**src/sv/utf8d_pkg.sv**
```systemverilog
package utf8d_pkg;

  // replacement character and scalar limits
  localparam logic [20:0] REPL_CHAR     = 21'h00FFFD;
  localparam logic [20:0] MAX_SCALAR    = 21'h10FFFF;
  localparam logic [20:0] SURR_LO       = 21'h00D800;
  localparam logic [20:0] SURR_HI       = 21'h00DFFF;
  localparam logic [20:0] MIN_TWO_BYTE  = 21'h000080;
  localparam logic [20:0] MIN_THREE     = 21'h000800;
  localparam logic [20:0] MIN_FOUR      = 21'h010000;

  // sequence length implied by a lead byte
  localparam logic [2:0] LEN_INVALID = 3'd0;
  localparam logic [2:0] LEN_ONE     = 3'd1;
  localparam logic [2:0] LEN_TWO     = 3'd2;
  localparam logic [2:0] LEN_THREE   = 3'd3;
  localparam logic [2:0] LEN_FOUR    = 3'd4;

  // continuation byte tag in the top two bits
  localparam logic [1:0] CONT_TAG = 2'b10;

  // one decoded multibyte sequence
  typedef struct packed {
    logic [20:0] value;
    logic        bad;
  } seq_result_t;

  function automatic logic [2:0] lead_len(input logic [7:0] b);
    logic [2:0] len;
    if (b[7] == 1'b0) begin
      len = LEN_ONE;
    end else if (b[7:5] == 3'b110) begin
      len = LEN_TWO;
    end else if (b[7:4] == 4'b1110) begin
      len = LEN_THREE;
    end else if (b[7:3] == 5'b11110) begin
      len = LEN_FOUR;
    end else begin
      len = LEN_INVALID;
    end
    return len;
  endfunction

  // assemble held bytes plus the final byte, flag overlong, surrogate, out of range
  function automatic seq_result_t decode_seq(input logic [7:0] b0, input logic [7:0] b1,
                                             input logic [7:0] b2, input logic [7:0] last,
                                             input logic [2:0] len);
    seq_result_t r;
    r.value = '0;
    r.bad   = 1'b1;
    unique case (len)
      LEN_TWO: begin
        r.value = {10'd0, b0[4:0], last[5:0]};
        r.bad   = (r.value < MIN_TWO_BYTE);
      end
      LEN_THREE: begin
        r.value = {5'd0, b0[3:0], b1[5:0], last[5:0]};
        r.bad   = (r.value < MIN_THREE) || ((r.value >= SURR_LO) && (r.value <= SURR_HI));
      end
      LEN_FOUR: begin
        r.value = {b0[2:0], b1[5:0], b2[5:0], last[5:0]};
        r.bad   = (r.value < MIN_FOUR) || (r.value > MAX_SCALAR);
      end
      default: begin
        r.value = REPL_CHAR;
        r.bad   = 1'b1;
      end
    endcase
    return r;
  endfunction

endpackage

```
**src/sv/utf8_stream_decoder_core.sv**
```systemverilog
// UTF-8 stream decoder
// Input channel (in_valid/in_ready): one text byte per word, with end_of_text
// set on the final byte of a text. Output channel (out_valid/out_ready): one
// Unicode code point per word, with replaced, item_last, text_done and
// text_all_valid flags. A byte yields zero to four output words; bytes that
// only extend an open sequence yield none.
// The byte is captured in an input register, decoded from there and loaded
// into the result register once that is free, which drives the first word
// of the byte. A byte is taken every cycle as long as each byte yields at
// most one word and the receiver keeps out_ready high; a byte that yields
// several words holds the result register until all of them are taken,
// which only happens on malformed input or when a text ends inside an open
// sequence.
// When the receiver stalls, the result register holds its word and the input
// register fills, after which in_ready drops until out_ready returns.
// Synchronous reset empties both registers, drops any open sequence and
// starts a fresh text; in_ready is low while rst is high.
module utf8_stream_decoder_core (
  input  logic        clk,
  input  logic        rst,
  input  logic        in_valid,
  output logic        in_ready,
  input  logic [7:0]  text_byte,
  input  logic        end_of_text,
  output logic        out_valid,
  input  logic        out_ready,
  output logic [20:0] code_point,
  output logic        replaced,
  output logic        item_last,
  output logic        text_done,
  output logic        text_all_valid
);

  // input register
  logic       ib_valid;
  logic [7:0] ib_byte;
  logic       ib_eot;

  // open sequence state
  logic [7:0] pb0, pb1, pb2;
  logic [1:0] pcnt;
  logic       allv;

  // result register: remaining words, the final word, text flags
  logic [2:0]  ob_cnt;
  logic [20:0] ob_cp;
  logic        ob_rep;
  logic        ob_eot;
  logic        ob_av;

  // decode signals
  logic [2:0]  need;
  logic [2:0]  blen;
  logic        is_cont;
  logic        cont_ok;
  logic        store;
  logic        complete;
  logic        flush_bad;
  logic        do_start;
  logic [1:0]  flush_n;
  logic        has_val;
  logic [20:0] val_cp;
  logic        val_rep;
  logic [1:0]  hold_new;
  logic [2:0]  n_words;
  logic [20:0] last_cp;
  logic        last_rep;
  logic        any_rep;
  logic        av_out;
  logic        ob_free;
  logic        adv;
  logic        in_fire;
  logic        out_fire;
  utf8d_pkg::seq_result_t seq;

  // per-byte decode against the open sequence
  always_comb begin
    need      = utf8d_pkg::lead_len(pb0);
    blen      = utf8d_pkg::lead_len(ib_byte);
    is_cont   = (ib_byte[7:6] == utf8d_pkg::CONT_TAG);
    cont_ok   = (pcnt != 2'd0) && is_cont && (need >= utf8d_pkg::LEN_TWO);
    store     = cont_ok && (({1'b0, pcnt} + 3'd1) < need);
    complete  = cont_ok && !store;
    flush_bad = (pcnt != 2'd0) && !cont_ok;
    do_start  = (pcnt == 2'd0) || flush_bad;
    flush_n   = flush_bad ? pcnt : 2'd0;
    seq       = utf8d_pkg::decode_seq(pb0, pb1, pb2, ib_byte, need);

    has_val  = 1'b0;
    val_cp   = utf8d_pkg::REPL_CHAR;
    val_rep  = 1'b1;
    hold_new = 2'd0;
    if (complete) begin
      has_val = 1'b1;
      val_cp  = seq.bad ? utf8d_pkg::REPL_CHAR : seq.value;
      val_rep = seq.bad;
    end else if (store) begin
      hold_new = pcnt + 2'd1;
    end else if (do_start) begin
      if (blen == utf8d_pkg::LEN_ONE) begin
        has_val = 1'b1;
        val_cp  = {13'd0, ib_byte};
        val_rep = 1'b0;
      end else if (blen == utf8d_pkg::LEN_INVALID) begin
        has_val = 1'b1;
      end else begin
        hold_new = 2'd1;
      end
    end

    n_words  = {1'b0, flush_n} + {2'd0, has_val} + (ib_eot ? {1'b0, hold_new} : 3'd0);
    last_cp  = has_val ? val_cp : utf8d_pkg::REPL_CHAR;
    last_rep = has_val ? val_rep : 1'b1;
    any_rep  = (flush_n != 2'd0) || (has_val && val_rep) || (ib_eot && (hold_new != 2'd0));
    av_out   = allv && !any_rep;
  end

  // handshake
  assign out_valid = (ob_cnt != 3'd0);
  assign out_fire  = out_valid && out_ready;
  assign ob_free   = (ob_cnt == 3'd0) || (out_ready && (ob_cnt == 3'd1));
  assign adv       = ib_valid && ((n_words == 3'd0) || ob_free);
  assign in_ready  = !rst && (!ib_valid || adv);
  assign in_fire   = in_valid && in_ready;

  // input register
  always_ff @(posedge clk) begin
    if (rst) begin
      ib_valid <= 1'b0;
    end else if (in_fire) begin
      ib_valid <= 1'b1;
    end else if (adv) begin
      ib_valid <= 1'b0;
    end
    if (in_fire) begin
      ib_byte <= text_byte;
      ib_eot  <= end_of_text;
    end
  end

  // open sequence state
  always_ff @(posedge clk) begin
    if (rst) begin
      pcnt <= 2'd0;
      allv <= 1'b1;
    end else if (adv) begin
      pcnt <= ib_eot ? 2'd0 : hold_new;
      allv <= ib_eot ? 1'b1 : av_out;
    end
    if (adv) begin
      if (store && (pcnt == 2'd1)) begin
        pb1 <= ib_byte;
      end
      if (store && (pcnt == 2'd2)) begin
        pb2 <= ib_byte;
      end
      if (do_start && !complete && !store && (blen >= utf8d_pkg::LEN_TWO)) begin
        pb0 <= ib_byte;
      end
    end
  end

  // result register
  always_ff @(posedge clk) begin
    if (rst) begin
      ob_cnt <= 3'd0;
    end else if (adv && (n_words != 3'd0)) begin
      ob_cnt <= n_words;
    end else if (out_fire) begin
      ob_cnt <= ob_cnt - 3'd1;
    end
    if (adv && (n_words != 3'd0)) begin
      ob_cp  <= last_cp;
      ob_rep <= last_rep;
      ob_eot <= ib_eot;
      ob_av  <= av_out;
    end
  end

  // leading words of a byte are replacements, the final one carries the flags
  assign item_last      = (ob_cnt == 3'd1);
  assign code_point     = item_last ? ob_cp : utf8d_pkg::REPL_CHAR;
  assign replaced       = item_last ? ob_rep : 1'b1;
  assign text_done      = item_last && ob_eot;
  assign text_all_valid = item_last && ob_eot && ob_av;

endmodule

```
**config.mk**
```make
export PLATFORM = sky130hd
export DESIGN_NAME = utf8_stream_decoder_core
export DESIGN_NICKNAME = d
export VERILOG_FILES = /design/src/sv/utf8d_pkg.sv /design/src/sv/utf8_stream_decoder_core.sv
export SDC_FILE = /design/constraint.sdc
export NUM_CORES = 1
export LEC_CHECK = 0
export ABC_AREA = 1
export BUFFER_PORTS_ARGS = -buffer_cell sky130_fd_sc_hd__clkbuf_2
export CORE_ASPECT_RATIO = 0.7
export CORE_UTILIZATION = 30
export DETAILED_ROUTE_END_ITERATION = 8
export GPL_TIMING_DRIVEN = 0
export PLACE_DENSITY = 0.53
export RECOVER_POWER = 25
export SYNTH_ARGS = -nofsm -noshare
export SYNTH_HDL_FRONTEND = slang
export SYNTH_SLANG_ARGS = --single-unit
```
**constraint.sdc**
```tcl
create_clock -name clk -period 5.4 [get_ports clk]
set_clock_uncertainty 0.1 [all_clocks]
set_input_delay 1.35 -clock clk [delete_from_list [all_inputs] [get_ports clk]]
set_output_delay 1.35 -clock clk [all_outputs]
set_load 0.005 [all_outputs]
```
# Word level (Yosys, flattened, before mapping)
# Index checks and enable logic that the tools add are counted.
[classes]
muxes = 38
n_eq_ne = 14
add_sub_neg = 5
magnitude_cmp = 9
n_reduce_logical = 50
[ops]
columns = ["op", "count"]
rows = [
  ["$pmux W22 S3", 1],
  ["$mux W21", 3],
  ["$mux W16", 3],
  ["$mux W3", 10],
  ["$logic_and A1 B1 Y1", 22],
  ["$gt A21 B21 Y1 const B", 1],
  ["$lt A21 B17 Y1 const B", 1],
  ["$ge A16 B16 Y1 const B", 1],
  ["$le A16 B16 Y1 const B", 1],
  ["$lt A16 B12 Y1 const B", 1],
  ["$mux W1", 16],
  ["$lt A11 B8 Y1 const B", 1],
  ["$eq A5 B5 Y1 const B", 2],
  ["$mux W2", 5],
  ["$reduce_bool A2 Y1", 5],
  ["$eq A3 B3 Y1 const B", 3],
  ["$logic_not A3 Y1", 3],
  ["$eq A4 B4 Y1 const B", 2],
  ["$logic_or A1 B1 Y1", 8],
  ["$eq A3 B1 Y1 const B", 2],
  ["$eq A3 B2 Y1 const B", 2],
  ["$ge A3 B2 Y1 const B", 2],
  ["$logic_not A1 Y1", 6],
  ["$reduce_and A2 Y1", 3],
  ["10 further kinds", 12],
]
[totals]
wordCells = 129
output_inout_bits = 27
regBits = 60

# Depth between registers and ports, before layout
[depth]
ltp_word = 22
mapped_depth = 23
mapped_depth_nobuf = 23

# Least setup slack after synthesis
# No wires, ideal clock.
[synth_timing]
path_kind = "reg2out"
startpoint = "register pcnt[0]"
endpoint = "output port in_ready"
required_ps = 3950
arrival_ps = 2781
setup_slack_ps = 1169
path_stages_with_launch = 17
path_cell_list = "dfxtp_1 inv_1 ha_1 ha_1 nand2_1 nand2_2 nand2_4 nand2_1 nor2_2 nor3_2 fa_1 inv_1 fa_1 nand3b_1 nand4_1 inv_1 nor2_1"
[synth_between]
elab_chain_len = 16
elab_cells_between_ends = 28
classes_between = "4 x add/sub; 1 x order compare; 8 x mux; 15 x reduce/logical"
[synth_rtl]
columns = ["element", "line_no", "text"]
rows = [
  ["start: declaration", "utf8_stream_decoder_core.sv:41", "logic [1:0] pcnt;"],
  ["start signal: assignment", "utf8_stream_decoder_core.sv:147", "pcnt <= ib_eot ? 2'd0 : hold_new;"],
  ["parallel branches: the longest is 10 deep, another holds $add A2 B1 Y3", "--", ""],
  ["$add A3 B2 Y3 (*)", "utf8_stream_decoder_core.sv:111", "n_words = {1'b0, flush_n} + {2'd0, has_val} + (ib_eot ? {1'b0, hold_new} : 3'd0);"],
  ["$logic_not A3 Y1 (*)", "utf8_stream_decoder_core.sv:122", "assign adv = ib_valid && ((n_words == 3'd0) || ob_free);"],
  ["$logic_or A1 B1 Y1 (*)", "utf8_stream_decoder_core.sv:122", ""],
  ["$logic_and A1 B1 Y1 (*)", "utf8_stream_decoder_core.sv:122", ""],
  ["$logic_or A1 B1 Y1 (*)", "utf8_stream_decoder_core.sv:123", "assign in_ready = !rst && (!ib_valid || adv);"],
  ["$logic_and A1 B1 Y1 (*)", "utf8_stream_decoder_core.sv:123", ""],
  ["end: declaration", "utf8_stream_decoder_core.sv:22", "output logic in_ready,"],
]
# Every way passes the cells marked *.

# Worst setup path in the final report
# Same ends and word-level chain as after synthesis.

==> impl_metrics.yaml <==
routing:
  drt-pass1-iter-count: 6
  num_vias: 2069
  wl_microns: 5966
  drcViolationCount: 1
  post_drt_wl_per_cell_microns: 12.59
  via_per_inst: 4.365
  postRouteAntennaNets: 0
  initialDrtViolationCount: 159
job:
  max_cap_violations: 0
yosys:
  synth-seq-area-share: 0.5786
  yosysWarnings: 0
  synth_edf_count: 53
  netlist_top_cells_area: "edfxtp_1 53%, nand2_1 6.4%, dfxtp_1 4.7%, inv_1 4.3%, or2_2 3.6%"
  async_flop_share: 0
  synth.avg_cell_area_sq_um: 10.25
  synth_top_area_frac: 0.5318
  synthCells: 292
  syn-cell-area_sq_um: 2993
  ys_ff_latch: 60
  synth.most_common_cell: "edfxtp_1"
  synth_commonest_cells: "53 x edfxtp_1, 51 x nand2_1, 34 x inv_1"
  yosys_most_used_dff: "edfxtp_1"
  synth_area_leader_cell: "edfxtp_1"
  synth.distinct_cells: 38
  syn-num-nets: 315
critical_path:
  worstPathArrival_ns: 3.50
  r2r_cells: 18
  worst_setup_path_start_kind: "register"
  cp-startpoint: "pcnt[0]$_SDFFE_PP0P_"
  path_cells: "inv_1 > ha_1 > ha_1 > nand2_1 > nand2_1 > nand2_4 > nand2_1 > nor2_2 > nor3_2 > fa_1 > inv_1 > fa_1 > nand3b_1 > nand4_1 > inv_1 > nor2_1 > clkbuf_2"
  worstReg2RegStart: "pcnt[0]$_SDFFE_PP0P_"
  path_buf_inv: 4
  critPathTopFamily: "adder cells"
  slowest_stage: "fa_1"
  critPathCapture: "in_ready"
  path_class: "reg2out"
  crit_required_ns: 3.95
  r2r-end: "ob_cp[4]$_SDFFCE_PP1P_"
  reg2reg_setup_slack_ns: 1.00
  cp_max_fo: 5
  cp.depth: 17
  end_kind: "primary output"
  slowest_delay_ns: 0.43
timing:
  layout_min_cycle_time_ns: 4.953
  tightest_slew_ns: 1.154
  period_share: 0.9172
  hold_ws_ns: 0.3822
  finalSetupTns_ns: 0
  drv_slew: 0
  rsz0062_at_grt: "false"
  max_freq_ghz: 0.2019
  setup_ws_ns: 0.4469
  setup_violations: 0
  hold_viol_final: 0
  relSlewSlack: 0.2248
run_status:
  status: "finished, violations left"
  failed_checks: "design-rule violations"
pwr:
  p_int_mw: 0.9875
  comb_power_share: 0.213
  p_leak_nw: 1.450
  clkPwrFrac: 0.363
  power_density_nw_per_um2: 384.3
  worst_ir_drop_vdd_mv: 0.1311
  p_sw_mw: 0.3935
  p_seq_frac: 0.425
  switching_share: 0.2849
cts:
  cts_root_buf: "clkbuf_16"
  cts-resized-gates: 0
  clockBufferDepth: 2
  cts_buffers: 9
  postCtsSetupBuffers: 0
  cts.sinks: 60
  cts_tree: "built"
  cts-htree-levels: 3
  holdBufCountCts: 0
  cts.clk_slew.worst_paths_ns: 0.05
  clk-insertion-delay-late_ns: 0.32
place:
  placed_cell_area_sq_um: 3343
  io_buffers: 38
  place_ws_ns: 0.8041
  gp_congestion: 0.7986
  dp_hpwl_microns: 4621
cells_and_area:
  fin_util: 0.3711
  finalInstanceArea_sq_um: 3593
  diodes: 0
  drive_gt1_frac: 0.2861
  syn_to_final_growth_pct: 20.07
  nets: 364
floorplan:
  dieArea_sq_um: 10390
  die_height_microns: 85.57
  initial_core_util: 0.3090
  dieWidth_microns: 121.4
  ioPinCount: 40
  core_area_sq_um: 9684
  rows: 30
grt:
  gr-usage-all-layers: 0.1247
  grt_max_degree: 25
  antenna_found_initial: 0
  first_global_vias: 1915
  grt_first_pass_wirelength_microns: 9501
  grt_overflow_total: 0
min_path:
  hold_class: "reg2reg"
==> worst min-delay path, delay by kind of cell (launching register included) <==
kind             cells  cell delay (ns)
flip-flops           1             0.33
AO/OA/AOI/OAI        1             0.07
AND/OR/NAND/NOR      1             0.06
==> metrics by stage <==
stage	std cells	power, mW
final	474	1.381
after global routing	474	1.463
after CTS	474	1.401
after detailed placement	458	0.8940
after global placement	458	0.8898
after floorplan	292	0.7840
==> power groups by stage <==
stage	Clock [mW]	Combinational, mW	Sequential, mW
floorplan	0	0.198	0.587
detailed placement	0	0.298	0.596
finish	0.501	0.294	0.587
CTS	0.514	0.300	0.587
global placement	0	0.294	0.595
global route	0.533	0.338	0.592
==> layout by cell type, fill, tap and decap left out, types with 2 or more instances in the layout <==
cell,netlist,final
dfxtp_1,7,7
clkbuf_2,0,38
clkinvlp_4,0,2
edfxtp_1,53,53
nand3b_1,2,2
nand2_2,6,5
fa_1,2,2
inv_2,7,7
a21oi_1,7,7
nor2_1,28,29
o22ai_1,4,4
nand3_1,6,6
nand3_2,3,3
or2_2,17,17
nor3_2,3,3
a31oi_1,2,2
clkbuf_16,0,9
inv_1,34,34
clkbuf_1,2,2
o221ai_1,2,2
nand4_1,4,4
o211ai_1,2,2
nor3_1,6,6
nor2_4,3,2
clkinv_2,0,3
ha_1,8,8
o21ai_0,14,14
or2_1,5,5
nand2_1,51,53
==> logic make-up after synthesis <==
kind of cell	after synthesis	share of synthesized area
mux	1	0.003345
compound gates	33	0.06438
flops	60	0.5786
fa+ha+maj	10	0.04682
simple gates	139	0.2387
buf+inv	48	0.06522
xor+xnor	1	0.002927
==> sequential cells by signal, indices dropped and copies added, names as in the netlist <==
signal    flops
ob_cnt        3
ob_rep        1
pcnt          2
ib_byte       8
pb1           6
pb0           8
pb2           6
ob_av         1
ib_eot        1
ib_valid      1
allv          1
ob_eot        1
ob_cp        21
==> metal layers <==
layer / part of all wire / GRT usage
met1: 0.55 / 0.1818
met2: 0.38 / 0.1612
met3: 0.052 / 0.04255
met4: 0.015 / 0.06173
met5: 0 / 0
==> worst min-delay path by stage <==
stage | cells past startpoint | slack (ns) | endpoint | start
3_3_place_gp | 2 | 0.36 | allv$_SDFFE_PP1P_ | allv$_SDFFE_PP1P_
3_5_place_dp | 2 | 0.36 | allv$_SDFFE_PP1P_ | allv$_SDFFE_PP1P_
2_1_floorplan | 2 | 0.34 | allv$_SDFFE_PP1P_ | allv$_SDFFE_PP1P_
6_report | 2 | 0.38 | allv$_SDFFE_PP1P_ | allv$_SDFFE_PP1P_
4_1_cts | 2 | 0.39 | allv$_SDFFE_PP1P_ | allv$_SDFFE_PP1P_
5_1_grt | 2 | 0.42 | allv$_SDFFE_PP1P_ | allv$_SDFFE_PP1P_
==> area by class of cell <==
| type | instances | area [sq um] |
|---|---|---|
| Clock inverter | 7 | 42.54 |
| Multi-Input combinational cell | 184 | 1049 |
| Inverter | 42 | 160.2 |
| Timing Repair Buffer | 38 | 190.2 |
| Tap cell | 128 | 160.2 |
| Buffer | 6 | 35.03 |
| Sequential cell | 60 | 1732 |
| Fill cell | 978 | 6091 |
| Clock buffer | 9 | 225.2 |
Power figures use the tool's default switching activity.
